==> config.mk <==
export PLATFORM = sky130hd
export DESIGN_NAME = c2p_stage
export DESIGN_NICKNAME = d
export VERILOG_FILES = /design/src/rtl/core/c2p_pkg.sv /design/src/rtl/core/c2p_stage.sv
export SDC_FILE = /design/constraint.sdc
export NUM_CORES = 1
export LEC_CHECK = 0
export BUFFER_PORTS_ARGS = -buffer_cell sky130_fd_sc_hd__buf_2
export CORE_MARGIN = 5
export CORE_UTILIZATION = 40
export DETAILED_ROUTE_END_ITERATION = 8
export SLEW_MARGIN = 25
export SYNTH_ARGS = -nofsm -noshare
export SYNTH_HDL_FRONTEND = slang
export SYNTH_SLANG_ARGS = --single-unit
export TNS_END_PERCENT = 100
==> constraint.sdc <==
create_clock -name clock -period 7.17 [get_ports clock]
set_input_delay 1.434 -clock clock [delete_from_list [all_inputs] [get_ports clock]]
set_output_delay 1.434 -clock clock [all_outputs]
set_load 0.03 [all_outputs]
==> src/rtl/core/c2p_pkg.sv <==
// Shared constants, the control bundle type and the arctangent table of the polar converter.
package c2p_pkg;

   localparam int ITERATIONS_DEF  = 16;
   localparam int INPUT_WIDTH_DEF = 16;

   localparam int ATAN_ENTRIES  = 24;
   localparam int Z_WIDTH       = 24;
   localparam int XY_SCALE_BITS = 24;
   localparam int ROUND_BITS    = 7;
   localparam int MAG_WIDTH     = 16;
   localparam int ANGLE_WIDTH   = 16;
   localparam int ANGLE_LIMIT   = 25736;
   localparam int PI20          = 3294199;
   localparam int MAG_MAX       = 65535;

   localparam logic signed [Z_WIDTH-1:0] PI_Z = Z_WIDTH'(PI20);

   typedef struct packed {
      logic valid;
      logic end_of_block;
      logic was_zero;
   } c2p_ctrl_type;

   // round(atan(2^-idx) * 2^20)
   function automatic logic signed [Z_WIDTH-1:0] atan_entry(input int unsigned idx);
      case (idx)
         0:       return Z_WIDTH'(823550);
         1:       return Z_WIDTH'(486170);
         2:       return Z_WIDTH'(256879);
         3:       return Z_WIDTH'(130396);
         4:       return Z_WIDTH'(65451);
         5:       return Z_WIDTH'(32757);
         6:       return Z_WIDTH'(16383);
         7:       return Z_WIDTH'(8192);
         8:       return Z_WIDTH'(4096);
         9:       return Z_WIDTH'(2048);
         10:      return Z_WIDTH'(1024);
         11:      return Z_WIDTH'(512);
         12:      return Z_WIDTH'(256);
         13:      return Z_WIDTH'(128);
         14:      return Z_WIDTH'(64);
         15:      return Z_WIDTH'(32);
         16:      return Z_WIDTH'(16);
         17:      return Z_WIDTH'(8);
         18:      return Z_WIDTH'(4);
         19:      return Z_WIDTH'(2);
         20:      return Z_WIDTH'(1);
         default: return '0;
      endcase
   endfunction

endpackage

==> src/rtl/core/c2p_stage.sv <==
// One pipeline stage: one square root digit if DO_SQRT, one CORDIC micro-rotation if DO_CORDIC.
module c2p_stage #(
   parameter int INPUT_WIDTH = c2p_pkg::INPUT_WIDTH_DEF,
   parameter int K           = 0,
   parameter bit DO_SQRT     = 1'b1,
   parameter bit DO_CORDIC   = 1'b1,
   localparam int XYW = INPUT_WIDTH + c2p_pkg::XY_SCALE_BITS + 2
) (
   input  logic                               clock,
   input  logic                               reset,
   input  logic                               adv,
   input  c2p_pkg::c2p_ctrl_type              up_ctrl,
   input  logic [2*INPUT_WIDTH-1:0]           up_s,
   input  logic [INPUT_WIDTH-1:0]             up_q,
   input  logic [INPUT_WIDTH:0]               up_rem,
   input  logic signed [XYW-1:0]              up_x,
   input  logic signed [XYW-1:0]              up_y,
   input  logic signed [c2p_pkg::Z_WIDTH-1:0] up_z,
   output c2p_pkg::c2p_ctrl_type              dn_ctrl,
   output logic [2*INPUT_WIDTH-1:0]           dn_s,
   output logic [INPUT_WIDTH-1:0]             dn_q,
   output logic [INPUT_WIDTH:0]               dn_rem,
   output logic signed [XYW-1:0]              dn_x,
   output logic signed [XYW-1:0]              dn_y,
   output logic signed [c2p_pkg::Z_WIDTH-1:0] dn_z
);

   localparam int W = INPUT_WIDTH;
   localparam logic signed [c2p_pkg::Z_WIDTH-1:0] ATAN_K = c2p_pkg::atan_entry(K);

   c2p_pkg::c2p_ctrl_type ctrl_ff;

   logic [W+2:0]   rem_cat, trial;
   logic [2*W-1:0] s_in, s_ff;
   logic [W-1:0]   q_in, q_ff;
   logic [W:0]     rem_in, rem_ff;

   logic signed [XYW-1:0] xs, ys, x_in, y_in, x_ff, y_ff;
   logic signed [c2p_pkg::Z_WIDTH-1:0] z_in, z_ff;

   // restoring square root: bring down two bits, try (4q + 1)
   always_comb begin
      rem_cat = {up_rem, up_s[2*W-1 -: 2]};
      trial   = {1'b0, up_q, 2'b01};
      if (DO_SQRT) begin
         s_in = up_s << 2;
         if (rem_cat >= trial) begin
            rem_in = (W+1)'(rem_cat - trial);
            q_in   = {up_q[W-2:0], 1'b1};
         end else begin
            rem_in = rem_cat[W:0];
            q_in   = {up_q[W-2:0], 1'b0};
         end
      end else begin
         s_in   = up_s;
         rem_in = up_rem;
         q_in   = up_q;
      end
   end

   // rotate toward the positive real axis
   always_comb begin
      xs = up_x >>> K;
      ys = up_y >>> K;
      if (!DO_CORDIC) begin
         x_in = up_x;
         y_in = up_y;
         z_in = up_z;
      end else if (!up_y[XYW-1]) begin
         x_in = up_x + ys;
         y_in = up_y - xs;
         z_in = up_z + ATAN_K;
      end else begin
         x_in = up_x - ys;
         y_in = up_y + xs;
         z_in = up_z - ATAN_K;
      end
   end

   always_ff @(posedge clock) begin
      if (reset) begin
         ctrl_ff <= '0;
      end else if (adv) begin
         ctrl_ff <= up_ctrl;
      end
   end

   always_ff @(posedge clock) begin
      if (adv) begin
         s_ff   <= s_in;
         q_ff   <= q_in;
         rem_ff <= rem_in;
         x_ff   <= x_in;
         y_ff   <= y_in;
         z_ff   <= z_in;
      end
   end

   assign dn_ctrl = ctrl_ff;
   assign dn_s    = s_ff;
   assign dn_q    = q_ff;
   assign dn_rem  = rem_ff;
   assign dn_x    = x_ff;
   assign dn_y    = y_ff;
   assign dn_z    = z_ff;

endmodule

==> metrics.txt <==
status finished, final reports clean; top cells by area, synth edfxtp_1, ha_1, a21oi_1; # fillers 3579; R2R cell count 2; Worst path slowest cell a221oi_1; crit path DAT between 4 and 5 ns; Adder-Cell Fraction of Synth Area 0.143; startpoint types primary input; clock slew at reported path FFs 0.08 ns; Mapped Cells approximately 1600; Longest Clk Path Bufs 2; WS Path Type primary input to flop; reg2reg setup slack ~6.6 ns; mux contribution to synthesized area 0.0243; P_leak approximately 7.6 nW; Hold Vio Cnt, Final 0; gr busiest metal met2; GPL Wtd Cong between 0.9 and 1; CTS tree yes; final net count 2292; IR drop worst, VDD roughly 180 µV; CTS root buf clkbuf_16; Multi-input gate area slightly below 0.009 mm²; post-synth top area share 0.345; Max-slew headroom 0.330; total grt overflow 0; layout cell share with drive strength beyond 1 0.221; Critical Path RT between 7 and 8 ns; Sequential Area 0.00516 mm²; Post-synth EDFFs 170; Post-Route WL between 50000 and 60000 µm; xor/xnor cell area share of the yosys netlist 0.0687; Hold EP dn_ctrl[1]; CTS buffer count 17; Worst Path Max Fanout 14; vias in the first global route 13700; routed vias around 14000; H-tree depth 4; final setup violation count 0; R2R Path End dn_ctrl[2]; DR WL/cell 21.8 µm; hold_buf cts 0; first-pass GRT wire length around 80000 µm; GRT Resource Usage Total 0.248; Num Clock Sinks 173; worst hold stages 2; post-route ant nets 0; Layout area overhead 18.6%; row count 70; post-synth top area cell edfxtp_1; crit-path max cell delay 0.88 ns; maxcap violations 0; DRC 0; #FFs+latches synth between 150 and 200; Slew Limit Fails 0; met1 Use GR 0.325; measured slew at the worst slew-check pin around 1.0 ns; CP Capture Type flop; Mapped Area 0.0148 mm²; core area approximately 0.037 mm²; Hold Startpoint dn_ctrl[1]; area share of and/or/nand/nor cells after synthesis 0.121; count leader, synth a21oi_1; met3 GRT Util 0.0560; period utilization 0.649; largest net degree at the start of global routing 88; # Post-CTS Setup Buffers 0; Yosys warning count 0; Die Span X slightly above 200 µm; worst skew pair latency between 0.4 and 0.5 ns; cell family with the largest share of critical-path delay compound AO/OA/AOI/OAI gates; asr flop ratio synth 0; initial antenna violation count 5; CP bufs+invs 3; Starting DRT DRC Count approximately 1200; Critical R2R Launch dn_ctrl[2]; crit path cell chain buf_2 > inv_1 > ha_1 > inv_1 > a21oi_1 > o31ai_1 > a221oi_1 > nand2_1 > a221oi_1 > o221a_2 > a2bb2oi_1 > xnor2_1; cts repair resizes 0; Pwr Density around 220 mW/mm²; unrepaired setup endpoints after global routing false; die area about 0.041 mm²; commonest cells in the netlist a21oi_1, edfxtp_1, ha_1; DP HPWL 42300 µm; Seq/Total Area, Yosys 0.349; Worst Skew 0 ns; I/O Pins about 360; complex-gate fraction of the synthesized area 0.235; die height a little over 200 µm; Period minus WS final between 4 and 5 ns; Pre-Repair DR Iteration Count 5; TNS Setup 0 ns; largest family of logic cells by synthesized area compound AO/OA/AOI/OAI gates; Final Power about 0.0038 W; Main synth FF type edfxtp_1; FMAX roughly 210 MHz; Avg Inst Size Synth roughly 9 µm²; post-synthesis cell type count around 80; Initial Utilization 0.405; GR Util met2 0.406; min-delay worst type flop to flop; number of port buffers between 300 and 400; via density per instance 5.70
[tightest hold or removal path: stages (launching register included)]
cell     delay [ns]
dfxtp_1        0.33
mux2i_1        0.06
nor2_1         0.08
[state kept, by name, indices dropped and copies added, names as in the netlist]
| signal | flops |
|---|---|
| dn_x | 42 |
| dn_y | 41 |
| dn_s | 30 |
| dn_z | 24 |
| dn_rem | 17 |
| dn_q | 16 |
| dn_ctrl | 3 |
[cells by family (layout without fill, tap and decap cells)]
family / Yosys count / after routing
compound gates: 562 / 562
xor+xnor: 116 / 116
fa+ha+maj: 166 / 166
buf+inv: 219 / 540
flops: 173 / 173
mux: 34 / 34
other cells: 1 / 3
simple gates: 367 / 367
[worst max-delay path by stage]
stage | startpoint | to | slack (ns) | depth (start not counted)
2_1_floorplan | up_y[41] | dn_z[20] | 2.67 | 14
3_3_place_gp | up_x[14] | dn_y[36] | 2.13 | 12
5_1_grt | up_x[1] | dn_y[27] | 2.29 | 12
3_5_place_dp | up_x[22] | dn_x[41] | 2.11 | 12
4_1_cts | up_x[22] | dn_x[41] | 2.62 | 12
6_report | up_x[22] | dn_y[41] | 2.51 | 12
[where the power goes]
| group | leakage (nW) | switching [W] | internal, W |
|---|---|---|---|
| Clock | 0.304 | 0.000508 | 0.000481 |
| Sequential | 1.69 | 0.0000384 | 0.00130 |
| Combinational | 5.60 | 0.00100 | 0.000470 |
| Total | 7.59 | 0.00155 | 0.00225 |
[final cells by class]
type                            count  share of cell area
Sequential cell                   173               0.295
Clock buffer                       17              0.0243
Antenna cell                        1            0.000143
Tap cell                          468              0.0334
Multi-Input combinational cell   1247               0.500
Timing Repair Buffer              358               0.104
Clock inverter                     15              0.0121
Inverter                          150              0.0321
[metrics by stage]
step                      setup slack, ns  area, µm²  hold slack (ns)  cells   util
final                                2.51      17500            0.500   2429  0.480
after global routing                 2.29      17500            0.544   2428  0.480
after CTS                            2.62      17500            0.505   2428  0.480
after detailed placement             2.11      16900            0.486   2396  0.462
after global placement               2.13      16900            0.473   2396  0.462
after floorplan                      2.67      14800            0.630   1639      -
[layout by cell type, fill, tap and decap left out, types with 5 or more instances in the layout]
cell type  instances
a211oi_1          22
a21boi_0          11
a21o_1            20
a21oi_1          216
a221oi_1           6
a311oi_1           6
a31o_2             6
a31oi_1           10
a41oi_1            5
and2_1             6
and3_1             7
buf_2            350
buf_4              7
clkbuf_16         17
clkinv_8           9
edfxtp_1         170
ha_1             162
inv_1            146
mux2_2            15
mux2i_1           19
nand2_1           82
nand2b_1          17
nand3_1           18
nand4_1           26
nor2_1           124
nor2b_1           15
nor3_1            25
nor4_1            13
o211ai_1          14
o21a_1            19
o21ai_0          130
o21bai_1          33
o31ai_1           14
or2_2              6
or3_1              8
xnor2_1           94
xor2_1            22
[routing by layer]
| layer | share of wire | wire (µm) |
|---|---|---|
| met5 | 0.0010 | 55 |
| met4 | 0.028 | 1490 |
| met3 | 0.078 | 4120 |
| met2 | 0.46 | 24300 |
| met1 | 0.43 | 22900 |
Power figures use the tool's default switching activity.
