File: config.mk
export PLATFORM = sky130hd
export DESIGN_NAME = c2p_back
export DESIGN_NICKNAME = d
export VERILOG_FILES = /design/src/rtl/core/c2p_pkg.sv /design/src/rtl/core/c2p_back.sv
export SDC_FILE = /design/constraint.sdc
export NUM_CORES = 1
export LEC_CHECK = 0
export BUFFER_PORTS_ARGS = -buffer_cell sky130_fd_sc_hd__buf_2
export CAP_MARGIN = 15
export CORE_ASPECT_RATIO = 1.1
export CORE_UTILIZATION = 50
export CTS_BUF_LIST = sky130_fd_sc_hd__clkbuf_8
export CTS_CLUSTER_DIAMETER = 100
export DETAILED_ROUTE_END_ITERATION = 10
export PLACE_DENSITY = 0.81
export SYNTH_ARGS = -nofsm -noshare
export SYNTH_HDL_FRONTEND = slang
export SYNTH_SLANG_ARGS = --single-unit
export TNS_END_PERCENT = 100
File: constraint.sdc
create_clock -name clock -period 3.8 [get_ports clock]
set_input_delay 0.38 -clock clock [delete_from_list [all_inputs] [get_ports clock]]
set_output_delay 0.38 -clock clock [all_outputs]
set_load 0.01 [all_outputs]
File: src/rtl/core/c2p_pkg.sv
// Shared constants, the control bundle type and the arctangent table of the polar converter.
package c2p_pkg;

   localparam int ITERATIONS_DEF  = 16;
   localparam int INPUT_WIDTH_DEF = 16;

   localparam int ATAN_ENTRIES  = 24;
   localparam int Z_WIDTH       = 24;
   localparam int XY_SCALE_BITS = 24;
   localparam int ROUND_BITS    = 7;
   localparam int MAG_WIDTH     = 16;
   localparam int ANGLE_WIDTH   = 16;
   localparam int ANGLE_LIMIT   = 25736;
   localparam int PI20          = 3294199;
   localparam int MAG_MAX       = 65535;

   localparam logic signed [Z_WIDTH-1:0] PI_Z = Z_WIDTH'(PI20);

   typedef struct packed {
      logic valid;
      logic end_of_block;
      logic was_zero;
   } c2p_ctrl_type;

   // round(atan(2^-idx) * 2^20)
   function automatic logic signed [Z_WIDTH-1:0] atan_entry(input int unsigned idx);
      case (idx)
         0:       return Z_WIDTH'(823550);
         1:       return Z_WIDTH'(486170);
         2:       return Z_WIDTH'(256879);
         3:       return Z_WIDTH'(130396);
         4:       return Z_WIDTH'(65451);
         5:       return Z_WIDTH'(32757);
         6:       return Z_WIDTH'(16383);
         7:       return Z_WIDTH'(8192);
         8:       return Z_WIDTH'(4096);
         9:       return Z_WIDTH'(2048);
         10:      return Z_WIDTH'(1024);
         11:      return Z_WIDTH'(512);
         12:      return Z_WIDTH'(256);
         13:      return Z_WIDTH'(128);
         14:      return Z_WIDTH'(64);
         15:      return Z_WIDTH'(32);
         16:      return Z_WIDTH'(16);
         17:      return Z_WIDTH'(8);
         18:      return Z_WIDTH'(4);
         19:      return Z_WIDTH'(2);
         20:      return Z_WIDTH'(1);
         default: return '0;
      endcase
   endfunction

endpackage

File: src/rtl/core/c2p_back.sv
// Final stage: magnitude rounding and saturation, angle rounding and clamping, zero override.
module c2p_back #(
   parameter int INPUT_WIDTH = c2p_pkg::INPUT_WIDTH_DEF
) (
   input  logic                                   clock,
   input  logic                                   reset,
   input  logic                                   adv,
   input  c2p_pkg::c2p_ctrl_type                  up_ctrl,
   input  logic [INPUT_WIDTH-1:0]                 up_q,
   input  logic [INPUT_WIDTH:0]                   up_rem,
   input  logic signed [c2p_pkg::Z_WIDTH-1:0]     up_z,
   input  logic signed [c2p_pkg::ANGLE_WIDTH-1:0] default_angle,
   output logic                                   rsp_valid,
   output logic [c2p_pkg::MAG_WIDTH-1:0]          rsp_magnitude,
   output logic signed [c2p_pkg::ANGLE_WIDTH-1:0] rsp_angle,
   output logic                                   rsp_was_zero,
   output logic                                   rsp_end_of_block_out
);

   localparam int W  = INPUT_WIDTH;
   localparam int ZW = c2p_pkg::Z_WIDTH;
   localparam int CW = (W + 1 > c2p_pkg::MAG_WIDTH + 1) ? W + 1 : c2p_pkg::MAG_WIDTH + 1;
   localparam logic signed [ZW-1:0] LIMIT_Z = ZW'(c2p_pkg::ANGLE_LIMIT);
   localparam logic signed [ZW-1:0] HALF_Z  = ZW'(1 << (c2p_pkg::ROUND_BITS - 1));

   logic [W:0]  r_round;
   logic [CW-1:0] r_wide;
   logic signed [ZW-1:0] z_round, a_full, a_clamp;

   logic                                   valid_ff;
   logic [c2p_pkg::MAG_WIDTH-1:0]          mag_in, mag_ff;
   logic signed [c2p_pkg::ANGLE_WIDTH-1:0] angle_in, angle_ff;
   logic                                   zero_ff, eob_ff;

   always_comb begin
      // remainder above the root means the true norm lies past the half point
      r_round = {1'b0, up_q} + (W+1)'(up_rem > {1'b0, up_q});
      r_wide  = CW'(r_round);
      z_round = up_z + HALF_Z;
      a_full  = z_round >>> c2p_pkg::ROUND_BITS;
      if (a_full > LIMIT_Z) begin
         a_clamp = LIMIT_Z;
      end else if (a_full < -LIMIT_Z) begin
         a_clamp = -LIMIT_Z;
      end else begin
         a_clamp = a_full;
      end
      if (up_ctrl.was_zero) begin
         mag_in   = '0;
         angle_in = default_angle;
      end else begin
         mag_in   = (r_wide > CW'(c2p_pkg::MAG_MAX)) ? c2p_pkg::MAG_WIDTH'(c2p_pkg::MAG_MAX)
                                                     : c2p_pkg::MAG_WIDTH'(r_wide);
         angle_in = c2p_pkg::ANGLE_WIDTH'(a_clamp);
      end
   end

   always_ff @(posedge clock) begin
      if (reset) begin
         valid_ff <= 1'b0;
      end else if (adv) begin
         valid_ff <= up_ctrl.valid;
      end
   end

   always_ff @(posedge clock) begin
      if (adv) begin
         mag_ff   <= mag_in;
         angle_ff <= angle_in;
         zero_ff  <= up_ctrl.was_zero;
         eob_ff   <= up_ctrl.end_of_block;
      end
   end

   assign rsp_valid            = valid_ff;
   assign rsp_magnitude        = mag_ff;
   assign rsp_angle            = angle_ff;
   assign rsp_was_zero         = zero_ff;
   assign rsp_end_of_block_out = eob_ff;

endmodule
==> results of run 1 <==
[metrics by stage]
step | utilization | cells | total power, W | setup WS, ns
after floorplan | - | 305 | 0.000640 | 0.411
after global placement | 0.624 | 471 | 0.000738 | 0.235
after detailed placement | 0.624 | 471 | 0.000746 | 0.173
after CTS | 0.638 | 478 | 0.000983 | 0.454
after global routing | 0.638 | 478 | 0.00103 | 0.127
final | 0.638 | 478 | 0.000977 | 0.447
[layer usage]
layer / track usage / part of all wire
met1: 0.285 / 0.45
met2: 0.346 / 0.46
met3: 0.0267 / 0.061
met4: 0.113 / 0.031
met5: 0 / 0
[power breakdown]
part	internal, W	switching [W]	total (W)
combinational	0.000116	0.000151	0.000267
clock	0.000121	0.000116	0.000238
sequential	0.000465	0.00000734	0.000472
total	0.000702	0.000275	0.000977
[layout by cell type (no fill, tap or decap), drive strengths merged, types with 6 or more instances in the layout]
cell    instances
buf           108
edfxtp         34
inv            28
xnor2          23
a21oi          23
ha             19
nand2          18
nor2           14
nand3          12
o21ai           9
nor3            8
nand4           8
a221oi          7
xor2            6
nor4            6
[worst register-to-register path, stage by stage, from the launching register on]
cell	delay [ns]
dfxtp_1	0.30
mux2i_1	0.12
nor2_1	0.05
[cell families after synthesis]
kind of cell | Yosys count | synth area share
XOR/XNOR | 29 | 0.0863
adder cells (fa/ha/maj) | 20 | 0.0842
multiplexers | 4 | 0.0157
AO/OA/AOI/OAI | 76 | 0.182
flip-flops | 35 | 0.354
AND/OR/NAND/NOR | 96 | 0.200
buffers and inverters | 45 | 0.0778
[state kept, by name (all words and copies together), names as in the netlist]
register	flops
rsp_was_zero	1
rsp_end_of_block_out	1
rsp_angle	16
rsp_magnitude	16
rsp_valid	1
[final timing paths]
check,startpoint,depth (start not counted),endpoint,slack [ns]
hold / removal,reset,2,rsp_valid$_SDFFE_PP0P_,0.25
hold reg to reg,rsp_valid$_SDFFE_PP0P_,2,rsp_valid$_SDFFE_PP0P_,0.50
setup reg to reg,rsp_valid$_SDFFE_PP0P_,2,rsp_valid$_SDFFE_PP0P_,3.22
setup / recovery,up_q[7],17,rsp_magnitude[0]$_SDFFCE_PP0P_,0.45
[layout make-up]
cell class                      count  area (µm²)
Fill cell                         492        2000
Multi-Input combinational cell    225        1670
Sequential cell                    35        1040
Timing Repair Buffer              108         543
Inverter                           28         105
Tap cell                           75        93.8
Clock buffer                        5        68.8
Clock inverter                      2        8.76
==> metrics.yaml, run 1 <==
cts-root-buf: "clkbuf_8"
crit_chain: "buf_2, inv_1, ha_1, a21o_1, a21oi_1, o211ai_1, o221ai_1, a21o_1, a21oi_1, ha_1, ha_1, and4_1, and4_1, and2_1, nand2_1, or2_2, a21oi_1"
synth.top_cell.area_share: 0.347
drt_iter0_markers: 170
crit_required_ns: 3.92
ys_top_cells_by_area: "edfxtp_1 35%, ha_1 8.1%, xnor2_1 6.8%"
cts-resized-gates: 0
max_freq_mhz: 298
place_congestion: 0.910
relSlewSlack: 0.528
drive_above_1_share: 0.337
tightest_slew_ns: 0.707
post-route-min-period_ns: 3.35
ys.flop_type: "edfxtp_1"
fin_area_mm2: 0.00353
nets: 501
fp.dieW_um: 75.1
crit_arrival_ns: 3.47
cts_buffers: 5
path_clk_slew_ns: 0.06
setup_viol: 0
grt_max_degree: 42
synth_cell_types: 67
synth_top_cell_by_area: "edfxtp_1"
gr-total-overflow: 0
p_per_area_mw_per_mm2: 277
clockBufferDepth: 2
cap_violations: 0
report.final.slew_viol_count: 0
synthTopCellsByCount: "34 x edfxtp_1, 28 x inv_1, 23 x xnor2_1"
setup.worst_path.end_class: "flop"
period_share: 0.882
grt_pass1_vias: 2292
io_buffers: 107
num_io_pins: 114
synthesis.nets: 403
crit_family: "simple AND/OR/NAND/NOR gates"
hold_violations: 0
ys_warn_count: 0
post_cts_buffers: 0
dpl_cell_area_mm2: 0.00345
die_y_um: 82.4
synth-async-reset-ratio: 0
worstSetupPathType: "input port to flop"
track_usage: 0.216
cts_num_sinks: 35
firstDrtPassIters: 4
crit_path_start_kind: "input port"
fp.coreArea_mm2: 0.00554
worst_hold_path_type: "input port to flop"
synth_edf_count: 34
syn_area_mm2: 0.00294
crit_slowest_cell: "or2_2"
outcome: "complete, no violations"
drc_errors: 0
start_util: 0.531
dp.final_hpwl_mm: 5.33
synth.avg_cell_area_um2: 9.64
clock_latency_ns: 0.28
rsz0062_at_grt: "no"
cp_slowest_stage_delay_ns: 0.43
p_leak_nw: 1.50
ys_seq_area_frac: 0.354
cts_hold_buffers: 0
holdWs_ns: 0.248
grt_pass1_wl_mm: 10.1
area_growth_pct: 20.1
dieArea_mm2: 0.00619
ant_nets: 0
grt_antenna_before_repair: 0
wl_per_cell_um: 13.7
synth_cells: 305
cts_tree: "built"
rows: 28
yosysMostFrequentCell: "edfxtp_1"
cp_num_buf_inv: 2
vias: 2639
finalSetupTns_ns: 0
synth-seq-cells: 35
n_antenna_cell: 0
routed_wl_mm: 6.54
cp_max_fo: 13
finalClockSkew_ns: 0
ctsHtreeMaxLevel: 2
peakVddDrop_uv: 167
vias_per_cell: 5.52
No activity file was read; power rests on OpenSTA's default activity.
==> run 2, diff against run 1 <==
- CAP_MARGIN: 15 -> 20
- GPL_ROUTABILITY_DRIVEN: unset -> 0
- PLACE_DENSITY: 0.81 -> unset
- PLACE_DENSITY_LB_ADDON: unset -> 0.2
==> run 2 against run 1 <==
Against the previous run:
- global-route usage rose by 0.59 points
- fmax rose by 0.40%
- non-clock buffer count did not move
- routed wire length rose by 3.4%
- clock power barely moved
- utilization barely moved
- flip-flop and latch count did not move
- die area did not move
- clock skew did not move
- cell count rose by 0.21%
- sequential share of layout area barely moved
==> metrics.yaml, run 2 (synthesis results as in run 1) <==
p_sw_frac: 0.282  # +0.000912
outcome: "complete, no violations"
drive_above_1_share: 0.334  # -0.00331
grt_antenna_before_repair: 0  # unchanged
cts_buffers: 5  # unchanged
area_growth_pct: 20.2  # about the same
start_util: 0.531  # unchanged
p_sw_w: 0.000276  # +0.55%
rsz0062_at_grt: "no"
clockBufferDepth: 2  # unchanged
cp_max_fo: 13  # unchanged
crit_arrival_ns: 3.34  # -0.13 ns
nets: 501  # unchanged
track_usage: 0.222  # +0.00587
report.final.slew_viol_count: 0  # unchanged
path_clk_slew_ns: 0.06  # about the same
fp.coreArea_mm2: 0.00554  # unchanged
worstSetupPathType: "input port to flop"
crit_chain: "buf_2, inv_1, ha_1, nor2b_1, o21a_1, o21a_1, o21a_1, o21ai_0, a21o_1, a21oi_1, ha_1, ha_1, and4_1, and4_1, and2_1, nand2_1, or2_2, a21oi_1"
hold_violations: 0  # unchanged
relSlewSlack: 0.511  # -0.0170
cts_hold_buffers: 0  # unchanged
internal_power_w: 0.000703  # about the same
layout_commonest_cell: "buf_2"
cts_tree: "built"
drc_errors: 0  # unchanged
final_cell_mix: "107 x buf_2, 34 x edfxtp_1, 29 x inv_1"
post-route-min-period_ns: 3.34  # -0.0132 ns
dpl_cell_area_mm2: 0.00345  # unchanged
crit_required_ns: 3.80  # -0.12 ns
drt_iter0_markers: 168  # -1.2%
grt_max_degree: 42  # unchanged
fin_ws_ns: 0.460  # +0.0132 ns
gr-total-overflow: 0  # unchanged
setup.worst_path.end_class: "flop"
firstDrtPassIters: 6  # +2
cap_violations: 0  # unchanged
cts-root-buf: "clkbuf_8"
finalSetupTns_ns: 0  # unchanged
vias: 2701  # +2.3%
p_leak_nw: 1.50  # +0.20%
ctsHtreeMaxLevel: 2  # unchanged
worstHoldEndpoint: "rsp_valid$_SDFFE_PP0P_"
hp-start: "reset"
num_io_pins: 114  # unchanged
max_freq_mhz: 299  # +0.40%
cts_num_sinks: 35  # unchanged
rows: 28  # unchanged
p_per_area_mw_per_mm2: 277  # +0.15%
crit_path_start: "up_q[1]"
dp_slack_ns: 0.151  # -0.0228 ns
fp.dieW_um: 75.1  # unchanged
cp_slowest_stage_delay_ns: 0.29  # -0.14 ns
r2r-end: "rsp_valid$_SDFFE_PP0P_"
tightest_slew_ns: 0.733  # +0.0255 ns
vias_per_cell: 5.64  # +2.1%
pwr-share-seq: 0.482  # about the same
whs_path_depth: 2  # unchanged
final_util: 0.639  # about the same
worst_hold_path_type: "input port to flop"
fill_cells: 488  # -0.81%
grt_pass1_vias: 2292  # unchanged
die_y_um: 82.4  # unchanged
peakVddDrop_uv: 170  # +2.0%
r2r-start: "rsp_valid$_SDFFE_PP0P_"
crit_path_start_kind: "input port"
finalClockSkew_ns: 0  # unchanged
fin_area_mm2: 0.00353  # about the same
crit_slowest_cell: "ha_1"
cts-resized-gates: 0  # unchanged
period_share: 0.879  # -0.00348
clock_latency_ns: 0.28  # about the same
routed_wl_mm: 6.77  # +3.4%
n_antenna_cell: 0  # unchanged
io_buffers: 107  # unchanged
wl_per_cell_um: 14.1  # +3.2%
grt_pass1_wl_mm: 10.4  # +3.2%
post_cts_buffers: 0  # unchanged
r2r_slack_ns: 3.21  # about the same
ant_nets: 0  # unchanged
power_frac_comb: 0.274  # about the same
clock_power_share: 0.244  # about the same
dp.final_hpwl_mm: 5.29  # -0.73%
dieArea_mm2: 0.00619  # unchanged
reg2reg_depth: 2  # unchanged
setup_viol: 0  # unchanged
run 2: worst max-delay path by stage:
stage	to	slack [ns]	depth (start not counted)
after floorplan	rsp_magnitude[10]$_SDFFCE_PP0P_	0.41	18
after global placement	rsp_magnitude[1]$_SDFFCE_PP0P_	0.24	18
after detailed placement	rsp_magnitude[13]$_SDFFCE_PP0P_	0.15	18
after CTS	rsp_magnitude[13]$_SDFFCE_PP0P_	0.45	18
after global routing	rsp_magnitude[13]$_SDFFCE_PP0P_	0.18	18
final	rsp_magnitude[4]$_SDFFCE_PP0P_	0.46	18
run 2: cell type report:
| class | instances | area, µm² | area share |
|---|---|---|---|
| Sequential cell | 35 | 1040 | 0.295 |
| Timing Repair Buffer | 108 | 543 | 0.154 |
| Multi-Input combinational cell | 225 | 1670 | 0.473 |
| Inverter | 28 | 105 | 0.0297 |
| Clock inverter | 3 | 11.3 | 0.00319 |
| Tap cell | 75 | 93.8 | 0.0265 |
| Clock buffer | 5 | 68.8 | 0.0195 |
run 2: per-stage QoR:
stage / std cells / hold WS [ns] / power, W
floorplan: 305 / 0.452 / 0.000640
global placement: 471 / 0.471 / 0.000740
detailed placement: 471 / 0.494 / 0.000745
CTS: 479 / 0.237 / 0.000983
global route: 479 / 0.245 / 0.00103
finish: 479 / 0.244 / 0.000979
run 2: metal layers:
layer | GRT usage | up-vias | part of all wire
li1 | - | 1342 | -
met1 | 0.304 | 1212 | 0.45
met2 | 0.336 | 131 | 0.44
met3 | 0.0437 | 16 | 0.082
met4 | 0.104 | 0 | 0.025
met5 | 0 | - | 0
run 2: power by group through the flow:
stage / logic, W / clock network (W) / registers, W
floorplan: 0.000138 / 0 / 0.000502
global placement: 0.000259 / 0 / 0.000480
detailed placement: 0.000265 / 0 / 0.000480
CTS: 0.000267 / 0.000244 / 0.000472
global route: 0.000299 / 0.000256 / 0.000476
finish: 0.000268 / 0.000239 / 0.000472
run 2: worst max-delay path, delay by kind of cell:
kind	cells	cell delay, ns
adders and majority gates	3	0.72
and+or+nand+nor	6	1.17
buffers and inverters	2	0.14
AOI/OAI and AO/OA	7	0.94
==> run 3, diff against run 2 <==
- RECOVER_POWER: unset -> 50
==> run 3 against run 2 <==
Against the previous run:
- the run now ends with max-capacitance violations, max-slew violations left
- first-iteration DRC count fell by 0.60%
- combinational power fell by 1%
- register-to-register slack barely moved
- via count is 0.63% lower
- routed wire length down 0.24%
- clock skew stayed put
- worst hold slack is essentially flat
- count of clock-buffer cells in the layout did not move
- utilization fell by 0.41 points
- sequential power about the same
- critical endpoint unchanged
- highest routed layer unchanged
==> metrics.yaml, run 3 (synthesis results as in run 1) <==
dieArea_mm2: 0.00619  # unchanged
area_growth_pct: 19.4
crit_path_start: "up_q[1]"
grt_antenna_before_repair: 0  # unchanged
drc_errors: 0  # unchanged
crit_required_ns: 3.75  # -0.05 ns
crit_path_start_kind: "input port"
post_cts_buffers: 0  # unchanged
finalPower_w: 0.000975  # -0.40%
grt_pass1_vias: 2292  # unchanged
cp_num_buf_inv: 2  # unchanged
hold_violations: 0  # unchanged
fp.dieW_um: 75.1  # unchanged
layout_commonest_cell: "buf_2"
dp.final_hpwl_mm: 5.29  # unchanged
clockBufferDepth: 2  # unchanged
cts_hold_buffers: 0  # unchanged
dpl_cell_area_mm2: 0.00345  # unchanged
drt_iter0_markers: 167  # -0.60%
dp_slack_ns: 0.151  # unchanged
track_usage: 0.222  # unchanged
fin_ws_ns: 0.410  # -0.0508 ns
outcome: "finished with violations"
failed_checks: "max-capacitance violations, max-slew violations"
setup_viol: 0  # unchanged
report.final.slew_viol_count: 78  # +78
worstSetupPathType: "input port to flop"
fin_area_mm2: 0.00351  # -0.64%
post-route-min-period_ns: 3.39  # +0.0508 ns
crit_family: "simple AND/OR/NAND/NOR gates"
path_clk_slew_ns: 0.06  # about the same
nets: 501  # unchanged
final_cell_mix: "89 x buf_2, 34 x edfxtp_1, 29 x inv_1"
cp_slowest_stage_delay_ns: 0.29  # about the same
crit_slowest_cell: "ha_1"
ant_nets: 0  # unchanged
holdWs_ns: 0.245  # +0.000471 ns
ctsHtreeMaxLevel: 2  # unchanged
cts-root-buf: "clkbuf_8"
gr-usage-met2: 0.336  # unchanged
finalSetupTns_ns: 0  # unchanged
clock_latency_ns: 0.28  # about the same
hp-start: "reset"
cap_violations: 2  # +2
cp.depth: 18  # unchanged
firstDrtPassIters: 5  # -1
gr-total-overflow: 0  # unchanged
p_per_area_mw_per_mm2: 278  # +0.24%
start_util: 0.531  # unchanged
die_y_um: 82.4  # unchanged
cts_tree: "built"
worst_hold_path_type: "input port to flop"
grt_max_degree: 42  # unchanged
drive_above_1_share: 0.290  # -0.0446
finalClockSkew_ns: 0  # unchanged
use_met1: 0.304  # unchanged
relSlewSlack: -0.164  # -0.675
reg2reg_depth: 2  # unchanged
p_leak_nw: 1.45  # -3.4%
whs_path_depth: 2  # unchanged
peakVddDrop_uv: 169  # -0.81%
max_freq_mhz: 295  # -1.5%
period_share: 0.892  # +0.0134
grt_pass1_wl_mm: 10.4  # unchanged
cts_num_sinks: 35  # unchanged
tightest_slew_ns: 1.75  # +1.01 ns
wl_per_cell_um: 14.1  # -0.24%
cp_max_fo: 13  # unchanged
grt_util_met3: 0.0437  # unchanged
vias: 2684  # -0.63%
crit_arrival_ns: 3.34  # about the same
crit_chain: "buf_2, inv_1, ha_1, nor2b_1, o21a_1, o21a_1, o21a_1, o21ai_0, a21o_1, a21oi_1, ha_1, ha_1, and4_1, and4_1, and2_1, nand2_1, or2_2, a21oi_1"
num_io_pins: 114  # unchanged
cts_buffers: 5  # unchanged
cts-resized-gates: 0  # unchanged
r2r-start: "rsp_valid$_SDFFE_PP0P_"
grt.busiest_layer: "met2"
rsz0062_at_grt: "no"
io_buffers: 107  # unchanged
routed_wl_mm: 6.75  # -0.24%
fp.coreArea_mm2: 0.00554  # unchanged
rows: 28  # unchanged
vias_per_cell: 5.60  # -0.63%
n_antenna_cell: 0  # unchanged
setup.worst_path.end_class: "flop"
==> run 3: cell types whose count changed in the layout (fill, tap and decap cells not counted) <==
cell / change
buf_2: -18
clkbuf_1: +18
==> run 3: cell type report <==
class	count	area (µm²)
clock buffer	5	68.8
clock inverter	3	11.3
fill	501	2020
inverter	28	105
multi-input combinational	225	1670
sequential	35	1040
tap	75	93.8
timing repair buffer	108	520
==> run 3: path summary, 6_finish.rpt <==
path / slack, ns / endpoint
setup reg to reg: 3.20 / rsp_valid$_SDFFE_PP0P_
hold reg to reg: 0.50 / rsp_valid$_SDFFE_PP0P_
hold / removal: 0.24 / rsp_valid$_SDFFE_PP0P_
setup / recovery: 0.41 / rsp_magnitude[4]$_SDFFCE_PP0P_
==> run 3: through the flow <==
stage	util	instances
after floorplan	-	305
after global placement	0.624	471
after detailed placement	0.624	471
after CTS	0.639	479
after global routing	0.634	479
final	0.634	479
==> run 3: routing by layer <==
metal,wire (µm),share of wire
met1,3060,0.45
met2,2950,0.44
met3,570,0.084
met4,170,0.025
met5,0,0
==> run 3: where the power goes <==
part / total [W] / switching (W) / internal (W)
registers: 0.000473 / 0.00000788 / 0.000465
clock network: 0.000238 / 0.000116 / 0.000122
logic: 0.000264 / 0.000152 / 0.000112
