[config.mk]
export PLATFORM = sky130hd
export DESIGN_NAME = c2p_front
export DESIGN_NICKNAME = d
export VERILOG_FILES = /design/src/rtl/core/c2p_pkg.sv /design/src/rtl/core/c2p_front.sv
export SDC_FILE = /design/constraint.sdc
export NUM_CORES = 1
export LEC_CHECK = 0
export BUFFER_PORTS_ARGS = -buffer_cell sky130_fd_sc_hd__buf_2
export CORE_AREA = 2 2 205 207
export DETAILED_ROUTE_END_ITERATION = 6
export DIE_AREA = 0 0 207 209
export PLACE_DENSITY = 0.75
export SKIP_LAST_GASP = 1
export SLEW_MARGIN = 5
export SYNTH_ARGS = -nofsm -noshare
export SYNTH_HDL_FRONTEND = slang
export SYNTH_SLANG_ARGS = --single-unit
export TNS_END_PERCENT = 10
[constraint.sdc]
create_clock -name clock -period 21.8 [get_ports clock]
set_input_delay 0 -clock clock [delete_from_list [all_inputs] [get_ports clock]]
set_output_delay 0 -clock clock [all_outputs]
set_load 0.01 [all_outputs]
[src/rtl/core/c2p_pkg.sv]
// Shared constants, the control bundle type and the arctangent table of the polar converter.
package c2p_pkg;

   localparam int ITERATIONS_DEF  = 16;
   localparam int INPUT_WIDTH_DEF = 16;

   localparam int ATAN_ENTRIES  = 24;
   localparam int Z_WIDTH       = 24;
   localparam int XY_SCALE_BITS = 24;
   localparam int ROUND_BITS    = 7;
   localparam int MAG_WIDTH     = 16;
   localparam int ANGLE_WIDTH   = 16;
   localparam int ANGLE_LIMIT   = 25736;
   localparam int PI20          = 3294199;
   localparam int MAG_MAX       = 65535;

   localparam logic signed [Z_WIDTH-1:0] PI_Z = Z_WIDTH'(PI20);

   typedef struct packed {
      logic valid;
      logic end_of_block;
      logic was_zero;
   } c2p_ctrl_type;

   // round(atan(2^-idx) * 2^20)
   function automatic logic signed [Z_WIDTH-1:0] atan_entry(input int unsigned idx);
      case (idx)
         0:       return Z_WIDTH'(823550);
         1:       return Z_WIDTH'(486170);
         2:       return Z_WIDTH'(256879);
         3:       return Z_WIDTH'(130396);
         4:       return Z_WIDTH'(65451);
         5:       return Z_WIDTH'(32757);
         6:       return Z_WIDTH'(16383);
         7:       return Z_WIDTH'(8192);
         8:       return Z_WIDTH'(4096);
         9:       return Z_WIDTH'(2048);
         10:      return Z_WIDTH'(1024);
         11:      return Z_WIDTH'(512);
         12:      return Z_WIDTH'(256);
         13:      return Z_WIDTH'(128);
         14:      return Z_WIDTH'(64);
         15:      return Z_WIDTH'(32);
         16:      return Z_WIDTH'(16);
         17:      return Z_WIDTH'(8);
         18:      return Z_WIDTH'(4);
         19:      return Z_WIDTH'(2);
         20:      return Z_WIDTH'(1);
         default: return '0;
      endcase
   endfunction

endpackage

[src/rtl/core/c2p_front.sv]
// Input register, squaring and prerotation stage, and the sum of squares stage.
module c2p_front #(
   parameter int INPUT_WIDTH = c2p_pkg::INPUT_WIDTH_DEF,
   localparam int XYW = INPUT_WIDTH + c2p_pkg::XY_SCALE_BITS + 2
) (
   input  logic                               clock,
   input  logic                               reset,
   input  logic                               adv,
   input  logic                               req_valid,
   input  logic signed [INPUT_WIDTH-1:0]      req_real_part,
   input  logic signed [INPUT_WIDTH-1:0]      req_imag_part,
   input  logic                               req_end_of_block,
   output c2p_pkg::c2p_ctrl_type              dn_ctrl,
   output logic [2*INPUT_WIDTH-1:0]           dn_s,
   output logic signed [XYW-1:0]              dn_x,
   output logic signed [XYW-1:0]              dn_y,
   output logic signed [c2p_pkg::Z_WIDTH-1:0] dn_z
);

   localparam int W  = INPUT_WIDTH;
   localparam int SB = c2p_pkg::XY_SCALE_BITS;

   c2p_pkg::c2p_ctrl_type ctrl1_in, ctrl1_ff, ctrl2_ff, ctrl3_ff;

   logic signed [W-1:0] re_ff, im_ff;

   logic [W-1:0]   ar, ai;
   logic [2*W-1:0] sq_re_in, sq_im_ff, sq_im_in, sq_re_ff;
   logic [2*W-1:0] s_in, s_ff;

   logic signed [XYW-1:0] x_pre, y_pre;
   logic signed [XYW-1:0] x2_in, y2_in, x2_ff, y2_ff, x3_ff, y3_ff;
   logic signed [c2p_pkg::Z_WIDTH-1:0] z2_in, z2_ff, z3_ff;

   assign ctrl1_in = '{valid:        req_valid,
                       end_of_block: req_end_of_block,
                       was_zero:     (req_real_part == '0) && (req_imag_part == '0)};

   always_comb begin
      ar = re_ff[W-1] ? W'(-re_ff) : W'(re_ff);
      ai = im_ff[W-1] ? W'(-im_ff) : W'(im_ff);
      sq_re_in = ar * ar;
      sq_im_in = ai * ai;
      x_pre = {{(XYW-W-SB){re_ff[W-1]}}, re_ff, {SB{1'b0}}};
      y_pre = {{(XYW-W-SB){im_ff[W-1]}}, im_ff, {SB{1'b0}}};
      // fold the left half plane over, start the angle at +/- pi
      if (re_ff[W-1]) begin
         x2_in = -x_pre;
         y2_in = -y_pre;
         z2_in = im_ff[W-1] ? -c2p_pkg::PI_Z : c2p_pkg::PI_Z;
      end else begin
         x2_in = x_pre;
         y2_in = y_pre;
         z2_in = '0;
      end
   end

   assign s_in = sq_re_ff + sq_im_ff;

   always_ff @(posedge clock) begin
      if (reset) begin
         ctrl1_ff <= '0;
         ctrl2_ff <= '0;
         ctrl3_ff <= '0;
      end else if (adv) begin
         ctrl1_ff <= ctrl1_in;
         ctrl2_ff <= ctrl1_ff;
         ctrl3_ff <= ctrl2_ff;
      end
   end

   always_ff @(posedge clock) begin
      if (adv) begin
         re_ff    <= req_real_part;
         im_ff    <= req_imag_part;
         sq_re_ff <= sq_re_in;
         sq_im_ff <= sq_im_in;
         x2_ff    <= x2_in;
         y2_ff    <= y2_in;
         z2_ff    <= z2_in;
         s_ff     <= s_in;
         x3_ff    <= x2_ff;
         y3_ff    <= y2_ff;
         z3_ff    <= z2_ff;
      end
   end

   assign dn_ctrl = ctrl3_ff;
   assign dn_s    = s_ff;
   assign dn_x    = x3_ff;
   assign dn_y    = y3_ff;
   assign dn_z    = z3_ff;

endmodule

==> metrics.cfg, run 1 <==
[grt]
grt_pass1_vias=17300
gr-total-overflow=0
grt_pass1_wl_mm=85.9
antenna_found_initial=0
grt_max_degree=93
grt.total_usage_pct=24.7

[critical_path]
start_kind=flip-flop
reg2reg_to=sq_re_ff[30]$_DFFE_PP_
crit_path_end_kind=flip-flop
timing.rr.start=re_ff[0]$_DFFE_PP_
slowest_delay_ps=1040
critPathMostFrequentCell=inv_1
path_class=flip-flop to flip-flop
worstPathRequired_ps=22100
cp-startpoint=re_ff[0]$_DFFE_PP_
arrival_ps=9950
crit_fanout=18
crit_end=sq_re_ff[30]$_DFFE_PP_
reg2reg_slack_ps=12150
rr_worst_depth=28
worst_path_max_delay_cell=a2111oi_0

[floorplan]
rows=75
start_util_pct=57.2
die_area_sq_mm=0.0433
core_sq_mm=0.0413
chipHeight_um=209
ios=180
die_w_um=207

[place]
port-buffer-count=131
routabilityCongestion=0.945
dp_hpwl_mm=41.0

[sta]
hold_viol_final=0
slew_headroom_pct=16.9
rsz0062_at_grt=false
finalMaxSlewViolations=0
hold_ws_ps=166
timing.final.crit_share_pct=44.3
setup_tns_ps=0
setup_viol=0
worst_pin_slew_ps=1220
fmax_ghz=0.104
fin_crit_ps=9650
skew_ps=22.7

[clock_tree]
numCtsBuffers=25
clk_path_buf_depth=3
clock-sinks=211
cts_tree=built
h-tree-depth=1
clk_pin_slew_ps=60
cts_root_buf=clkbuf_16
clk_latency_ps=560

[synthesis]
ys_seq_elements=211
avgSynthCellArea_sq_um=10.2
synth_enable_flop_cells=202
yosysTopAreaCell=fa_1
synthArstFlopShare_pct=0
ys_top_cells_by_area=fa_1, edfxtp_1, ha_1
netlist_instances=2318
yosysWarningCount=0
yosysUniqueCellTypes=71
ys.flop_type=edfxtp_1
yosysSeqAreaShare_pct=26.4
synth_top_area_share_pct=28.0
synth_area_sq_mm=0.0236

[drt]
wl_per_cell_um=17.1
drt_first_pass_iters=5
detail-route-antenna-nets=0
num_vias=16300
drc=0
wl_mm=51.7
vias_per_cell=5.38
drt_iter0_drc=1116

[flow_run]
maxCapViolations=0

[final_layout]
syn2layout_area_growth_pct=9.18
layout.nets=3064
final_common_cell=inv_1
drive_gt1_share_pct=9.08
final_cell_mix=inv_1, fa_1, ha_1, nand2_1, edfxtp_1
diodes=0

[run_status]
outcome=completed

[worst_hold_path]
hold_path_class=input port to flip-flop

[registers in the layout, indices dropped and copies added, names as in the netlist]
signal,cells
sq_im_ff,31
sq_re_ff,31
dn_y,18
re_ff,16
y2_ff,17
x2_ff,17
ctrl1_ff,3
ctrl2_ff,3
dn_s,32
z2_ff,3
dn_z,3
dn_ctrl,3
dn_x,18
im_ff,16
[routing by layer]
| metal | routed length, um | share of wire, % | GRT usage (%) |
|---|---|---|---|
| met2 | 25100 | 48 | 40.8 |
| met4 | 1880 | 3.6 | 8.97 |
| met5 | 0 | 0 | 0 |
| met3 | 3750 | 7.2 | 4.21 |
| met1 | 21000 | 41 | 33.2 |
[through the flow]
step / cell area (sq um) / util (%) / cells / worst slack (ps)
floorplan: 23800 / - / 2367 / 13610
global placement: 24600 / 59.7 / 2945 / 12360
detailed placement: 24600 / 59.7 / 2945 / 12280
CTS: 25800 / 62.5 / 3029 / 12260
global route: 25800 / 62.5 / 3029 / 11650
finish: 25800 / 62.5 / 3029 / 12150
[cell usage after synthesis, types with 5 or more instances]
| master | n |
|---|---|
| inv_1 | 503 |
| fa_1 | 330 |
| ha_1 | 226 |
| nand2_1 | 214 |
| edfxtp_1 | 202 |
| nor2_1 | 153 |
| xnor2_1 | 90 |
| a21oi_1 | 85 |
| buf_4 | 70 |
| o21ai_0 | 50 |
| a21o_1 | 37 |
| clkbuf_1 | 37 |
| xor2_1 | 37 |
| nand3_1 | 25 |
| and2_1 | 24 |
| nand2b_1 | 17 |
| nor3_1 | 16 |
| nor2b_1 | 14 |
| o21bai_1 | 14 |
| o211ai_1 | 12 |
| a31oi_1 | 11 |
| a211oi_1 | 10 |
| clkinv_1 | 10 |
| nand4_1 | 10 |
| dfxtp_1 | 9 |
| mux2i_1 | 9 |
| nor4_1 | 7 |
| o31ai_1 | 7 |
| or2_2 | 6 |
| or3_1 | 5 |
[worst min-delay path by stage]
stage               depth (start not counted)         startpoint                   to
floorplan                                   0   req_imag_part[0]   im_ff[0]$_DFFE_PP_
detailed placement                          1  req_real_part[10]  re_ff[10]$_DFFE_PP_
global placement                            1   req_real_part[8]   re_ff[8]$_DFFE_PP_
finish                                      2   req_imag_part[5]   im_ff[5]$_DFFE_PP_
global route                                2  req_real_part[10]  re_ff[10]$_DFFE_PP_
CTS                                         2   req_imag_part[7]   im_ff[7]$_DFFE_PP_
[logic make-up (layout without fill, tap and decap cells)]
logic type / after synthesis / count (layout) / share of synthesized area (%)
DFF: 211 / 211 / 26.4
other: 1 / 50 / 0.0159
buffers and inverters: 629 / 752 / 11.1
AOI/OAI and AO/OA: 267 / 267 / 7.19
adders and majority gates: 556 / 556 / 39.9
xor gates and xnor gates: 133 / 133 / 5.22
muxes: 11 / 11 / 0.477
and+or+nand+nor: 510 / 510 / 9.59
[what timing repair did]
action / CTS / global route
endpoints found under the hold margin: 97 / 0
gates resized for setup: 0 / 0
buffers inserted: 0 / 0
hold buffers: 38 / 0
[layout make-up]
class,count,area (sq um)
well taps,539,674
flip-flops and latches,211,6250
inverters,516,1940
repair buffers,190,1200
multi-input cells,1527,15000
fillers,3363,15500
clock inverters,19,148
clock buffers,27,633
[worst max-delay path, delay by kind of cell, from the launching register on]
family,cells,cell delay (ps)
buf+inv,9,1330
flops,1,480
simple gates,4,680
fa+ha+maj,8,3920
xor+xnor,2,610
compound gates,5,2340
Power of run 1 is left out: the tool's default activity adds up to more than one toggle a clock period on the data nets, which glitch-free logic cannot reach.
==> inputs of run 2 (changes only) <==
--- a/config.mk
+++ b/config.mk
@@ -5,11 +5,12 @@
 export SDC_FILE = /design/constraint.sdc
 export NUM_CORES = 1
 export LEC_CHECK = 0
+export ABC_AREA = 1
 export BUFFER_PORTS_ARGS = -buffer_cell sky130_fd_sc_hd__buf_2
-export CORE_AREA = 2 2 205 207
+export CORE_AREA = 2 2 213 215
 export DETAILED_ROUTE_END_ITERATION = 6
-export DIE_AREA = 0 0 207 209
-export PLACE_DENSITY = 0.75
+export DIE_AREA = 0 0 215 217
+export PLACE_DENSITY = 0.76
 export SKIP_LAST_GASP = 1
 export SLEW_MARGIN = 5
 export SYNTH_ARGS = -nofsm -noshare
==> constraint.sdc (replaced) <==
create_clock -name clock -period 8.4 [get_ports clock]
set_input_delay 0 -clock clock [delete_from_list [all_inputs] [get_ports clock]]
set_output_delay 0 -clock clock [all_outputs]
set_load 0.01 [all_outputs]
==> run 2 against run 1 <==
  * Register-to-register slack got worse by 11000 ps
  * Sequential share of layout area is 1.3 points lower
  * Global-route usage rose by 3.1 points
  * Largest cell class unchanged
==> metrics.cfg, run 2 <==
[clock_tree]
h-tree-depth=1
clk_latency_ps=570
clk_pin_slew_ps=60
cts_tree=built
postCtsHoldBufs=36
numCtsBuffers=26
cts_root_buf=clkbuf_16
clk_path_buf_depth=3
cts_resized=0
clock-sinks=211
cts_setup_buffers=0

[final_layout]
fin_area_sq_mm=0.0273
fill_cells=3888
largest_reg_flops=32
final_cell_mix=inv_1, nand2_1, fa_1, nor2_1, ha_1
layout.nets=3599
multi_input_area_sq_mm=0.0158
final_common_cell=inv_1
diodes=0
ff_latch_area_sq_mm=0.00625
syn2layout_area_growth_pct=9.13
drive_gt1_share_pct=7.87

[flow_run]
maxCapViolations=0

[floorplan]
ios=180
core_sq_mm=0.0447
start_util_pct=56.0
die_w_um=215
die_area_sq_mm=0.0467
rows=78
chipHeight_um=217

[synthesis]
synthArstFlopShare_pct=0
ys_top_cells_by_area=fa_1, edfxtp_1, ha_1
yosysSeqAreaShare_pct=25.0
yosysWarningCount=0
synthTopCellsByCount=inv_1, nand2_1, fa_1
synth_most_common_cell=inv_1
ys.flop_type=edfxtp_1
synth_enable_flop_cells=202
synth_area_sq_mm=0.0250
ys_seq_elements=211
avgSynthCellArea_sq_um=8.78
yosysTopAreaCell=fa_1
yosysUniqueCellTypes=47
synth_top_area_share_pct=26.4
netlist_instances=2851

[critical_path]
worst_path_max_delay_cell=edfxtp_1
worstPathRequired_ps=8690
crit_fanout=14
start_kind=flip-flop
path_class=flip-flop to flip-flop
crit_path_end_kind=flip-flop
arrival_ps=8000
rr_worst_depth=33
cp-startpoint=re_ff[0]$_DFFE_PP_
slowest_delay_ps=630
reg2reg_slack_ps=690
timing.rr.start=re_ff[0]$_DFFE_PP_
reg2reg_to=sq_re_ff[23]$_DFFE_PP_

[place]
placed_cell_area_sq_mm=0.0260
dp_hpwl_mm=52.2
routabilityCongestion=0.972
port-buffer-count=131

[sta]
rsz0062_at_grt=false
setup_tns_ps=0
fin_crit_ps=7710
fmax_ghz=0.130
skew_ps=15.5
hold_viol_final=0
slew_headroom_pct=15.5
worst_pin_slew_ps=1260
hold_ws_ps=143
finalMaxSlewViolations=0
setup_viol=0
timing.final.crit_share_pct=91.7

[drt]
top_layer_used=met5
wl_met3_mm=5.00
wl_met1_mm=26.0
met2_length_mm=29.5
drt_first_pass_iters=5
vias_per_cell=5.23
drc=0
wl_mm=63.1
wl_per_cell_um=17.4
drt_iter0_drc=1294
detail-route-antenna-nets=0
num_vias=18900

[run_status]
outcome=completed

[worst_hold_path]
worstHoldPathCells=1
worst_hold_startpoint=adv
hold_path_class=input port to flip-flop
hold_end=dn_x[30]$_DFFE_PP_

[grt]
grt.total_usage_pct=27.8
grt_pass1_wl_mm=102
grt_max_degree=106
grt_pass1_vias=20000
gr-total-overflow=0
antenna_found_initial=2

[run 2: worst max-delay path by stage]
stage	endpoint	slack (ps)
2_1_floorplan	sq_im_ff[19]$_DFFE_PP_	1650
3_3_place_gp	sq_re_ff[23]$_DFFE_PP_	940
3_5_place_dp	sq_im_ff[28]$_DFFE_PP_	790
4_1_cts	sq_im_ff[28]$_DFFE_PP_	760
5_1_grt	sq_im_ff[28]$_DFFE_PP_	230
6_report	sq_re_ff[23]$_DFFE_PP_	690
[run 2: cell type report]
| type | count | area share, % |
|---|---|---|
| multi-input combinational | 1919 | 57.7 |
| sequential | 211 | 22.9 |
| inverter | 664 | 9.15 |
| timing repair buffer | 184 | 4.22 |
| tap | 600 | 2.75 |
| clock buffer | 27 | 2.47 |
| clock inverter | 20 | 0.879 |
[run 2: per-stage QoR]
stage          worst slack, ps  util, %  instances
2_1_floorplan             1650        -       2900
3_3_place_gp               940     58.3       3542
3_5_place_dp               786     58.3       3542
4_1_cts                    757     61.1       3625
5_1_grt                    232     61.1       3625
6_report                   694     61.1       3625
[run 2: routing by layer]
metal,up-vias,global-route usage (%)
li1,8966,-
met1,9102,36.3
met5,-,0
met2,722,46.7
met4,4,10.3
met3,151,5.13
[run 2: worst max-delay path: cells and delay by family (launching register included)]
kind	cells	cell delay, ps
DFF	1	630
adders and majority gates	8	3640
buffers and inverters	9	950
and+or+nand+nor	16	2220
[run 2: kinds of logic after synthesis]
kind of cell,count (synthesis),share of synthesized area [%]
flip-flops,211,25.0
adder cells (fa/ha/maj),556,37.7
buffers and inverters,770,12.9
other,1,0.0150
XOR/XNOR,80,2.80
AO/OA/AOI/OAI,224,5.01
AND/OR/NAND/NOR,1009,16.7
Power of run 2 is left out for the same reason.
==> inputs of run 3 (changes only) <==
--- a/config.mk
+++ b/config.mk
@@ -7,9 +7,9 @@
 export LEC_CHECK = 0
 export ABC_AREA = 1
 export BUFFER_PORTS_ARGS = -buffer_cell sky130_fd_sc_hd__buf_2
-export CORE_AREA = 2 2 213 215
+export CORE_AREA = 2 2 152 302
 export DETAILED_ROUTE_END_ITERATION = 6
-export DIE_AREA = 0 0 215 217
+export DIE_AREA = 0 0 154 304
 export PLACE_DENSITY = 0.76
 export SKIP_LAST_GASP = 1
 export SLEW_MARGIN = 5
==> run 3 against run 2 <==
  * Global-route usage decreased by 0.86 points
  * Die area is 0.35% higher
  * Critical path depth fell by 6
  * Register-to-register slack lost 70 ps
  * Worst setup slack got worse by 73 ps
  * Fmax down 0.94%
  * First-iteration DRC count up 3.4%
  * Clock skew increased by 1.8 ps
  * Cell count shrank 1.2%
  * Sequential share of layout area grew 0.13 points
  * Cell area shrank 0.55%
  * Highest routed layer is now met4
==> metrics.cfg, run 3 (synthesis gave the netlist of run 2 again) <==
[grt]
antenna_found_initial=1
grt_use_met3_pct=3.36
met1_usage_pct=34.9
grt.met2_usage_pct=47.1
grt.total_usage_pct=27.0
gr-total-overflow=0
grt_pass1_wl_mm=99.7
grt_max_degree=76
top_usage_layer=met2
grt_pass1_vias=19700

[sta]
setup_tns_ps=0
slew_headroom_pct=27.8
hold_viol_final=0
fin_crit_ps=7780
rsz0062_at_grt=false
skew_ps=17.2
timing.final.crit_share_pct=92.6
worst_pin_slew_ps=1080
finalMaxSlewViolations=0
fmax_ghz=0.129
setup_viol=0

[final_layout]
layout.nets=3600
diodes=0
syn2layout_area_growth_pct=8.53
final_common_cell=inv_1
largest_reg_flops=32
final_cell_mix=inv_1, nand2_1, fa_1, nor2_1, ha_1
drive_gt1_share_pct=7.81

[place]
port-buffer-count=131
routabilityCongestion=0.955
dp_hpwl_mm=49.6

[drt]
wl_mm=61.8
drt_first_pass_iters=6
vias_per_cell=5.31
drc=0
detail-route-antenna-nets=0
drt_iter0_drc=1338
num_vias=19000
wl_per_cell_um=17.3

[critical_path]
worstPathRequired_ps=8680
start_kind=flip-flop
critPathMostFrequentCell=fa_1
arrival_ps=8060
slowest_delay_ps=580
crit_path_end_kind=flip-flop
crit_family=adder cells
path_class=flip-flop to flip-flop
crit_fanout=18
worst_path_max_delay_cell=o21ai_1
cp_num_buf_inv=7

[clock_tree]
clk_pin_slew_ps=70
numCtsBuffers=22
clk_path_buf_depth=3
clk_latency_ps=560
cts_root_buf=clkbuf_16
cts_tree=built
h-tree-depth=1
cts_setup_buffers=0
clock-sinks=211

[flow_run]
maxCapViolations=0

[floorplan]
die_area_sq_mm=0.0468
ios=180
die_w_um=154
rows=110
start_util_pct=56.0
chipHeight_um=304
core_sq_mm=0.0447

[run_status]
outcome=completed

[worst_hold_path]
hold_path_class=input port to flip-flop

[run 3: cell count changes in the layout (fill, tap and decap cells not counted), moves of 2 or more]
cell | previous run | this run
bufinv_16 | 4 | 0
buf_4 | 17 | 20
clkinv_1 | 8 | 5
clkbuf_16 | 27 | 25
dlygate4sd3_1 | 36 | 38
inv_8 | 1 | 3
[run 3: worst paths after layout]
check / start / end / slack, ps / depth (start not counted)
max reg2reg: im_ff[0]$_DFFE_PP_ / sq_im_ff[18]$_DFFE_PP_ / 620 / 27
min reg2reg: x2_ff[25]$_DFFE_PP_ / dn_x[25]$_DFFE_PP_ / 410 / 0
max: im_ff[0]$_DFFE_PP_ / sq_im_ff[18]$_DFFE_PP_ / 620 / 27
min: adv / x2_ff[34]$_DFFE_PP_ / 50 / 1
[run 3: area by class of cell]
| cell class | instances | area [sq um] |
|---|---|---|
| fillers | 3859 | 17600 |
| well taps | 560 | 701 |
| flip-flops and latches | 211 | 6250 |
| repair buffers | 189 | 1190 |
| multi-input cells | 1919 | 15800 |
| clock inverters | 13 | 130 |
| clock buffers | 27 | 643 |
| inverters | 664 | 2500 |
[run 3: what timing repair did]
item,4_1_cts,5_1_grt
endpoints found under the hold margin,41,0
gates resized for setup,0,0
hold buffers,38,0
[run 3: per-stage QoR]
step	hold slack, ps	cell area [sq um]	setup WS (ps)	utilization [%]	cells
6_report	45.6	27200	620	60.7	3583
5_1_grt	65.3	27200	236	60.7	3583
4_1_cts	24.5	27200	614	60.7	3583
3_5_place_dp	195	26000	635	58.2	3505
3_3_place_gp	191	26000	746	58.2	3505
2_1_floorplan	98.9	25200	1650	-	2900
[run 3: worst register-to-register path, cell delays in order, from the launching register on]
cell and delay [ps]:
edfxtp_1 530, inv_2 390, ha_1 320, nand3_2 150
nor2_4 170, nand2_1 80, nand2_1 80, nand3_1 70
o21ai_1 580, inv_2 280, nor2_1 280, fa_1 460
inv_1 80, fa_1 400, inv_1 90, fa_1 420
fa_1 530, fa_1 550, inv_1 60, fa_1 530
inv_1 40, ha_1 350, a21oi_1 270, o21ai_0 170
inv_1 90, o21ai_0 110, a21oi_1 270, xnor2_1 180
[run 3: routing by layer]
metal  routed length [um]  vias to the layer above
met5                    0                        -
met2                31000                      693
met1                24800                     9245
met4                 1980                        0
met3                 4080                      125
li1                     -                     8957
Power of run 3 is left out for the same reason.
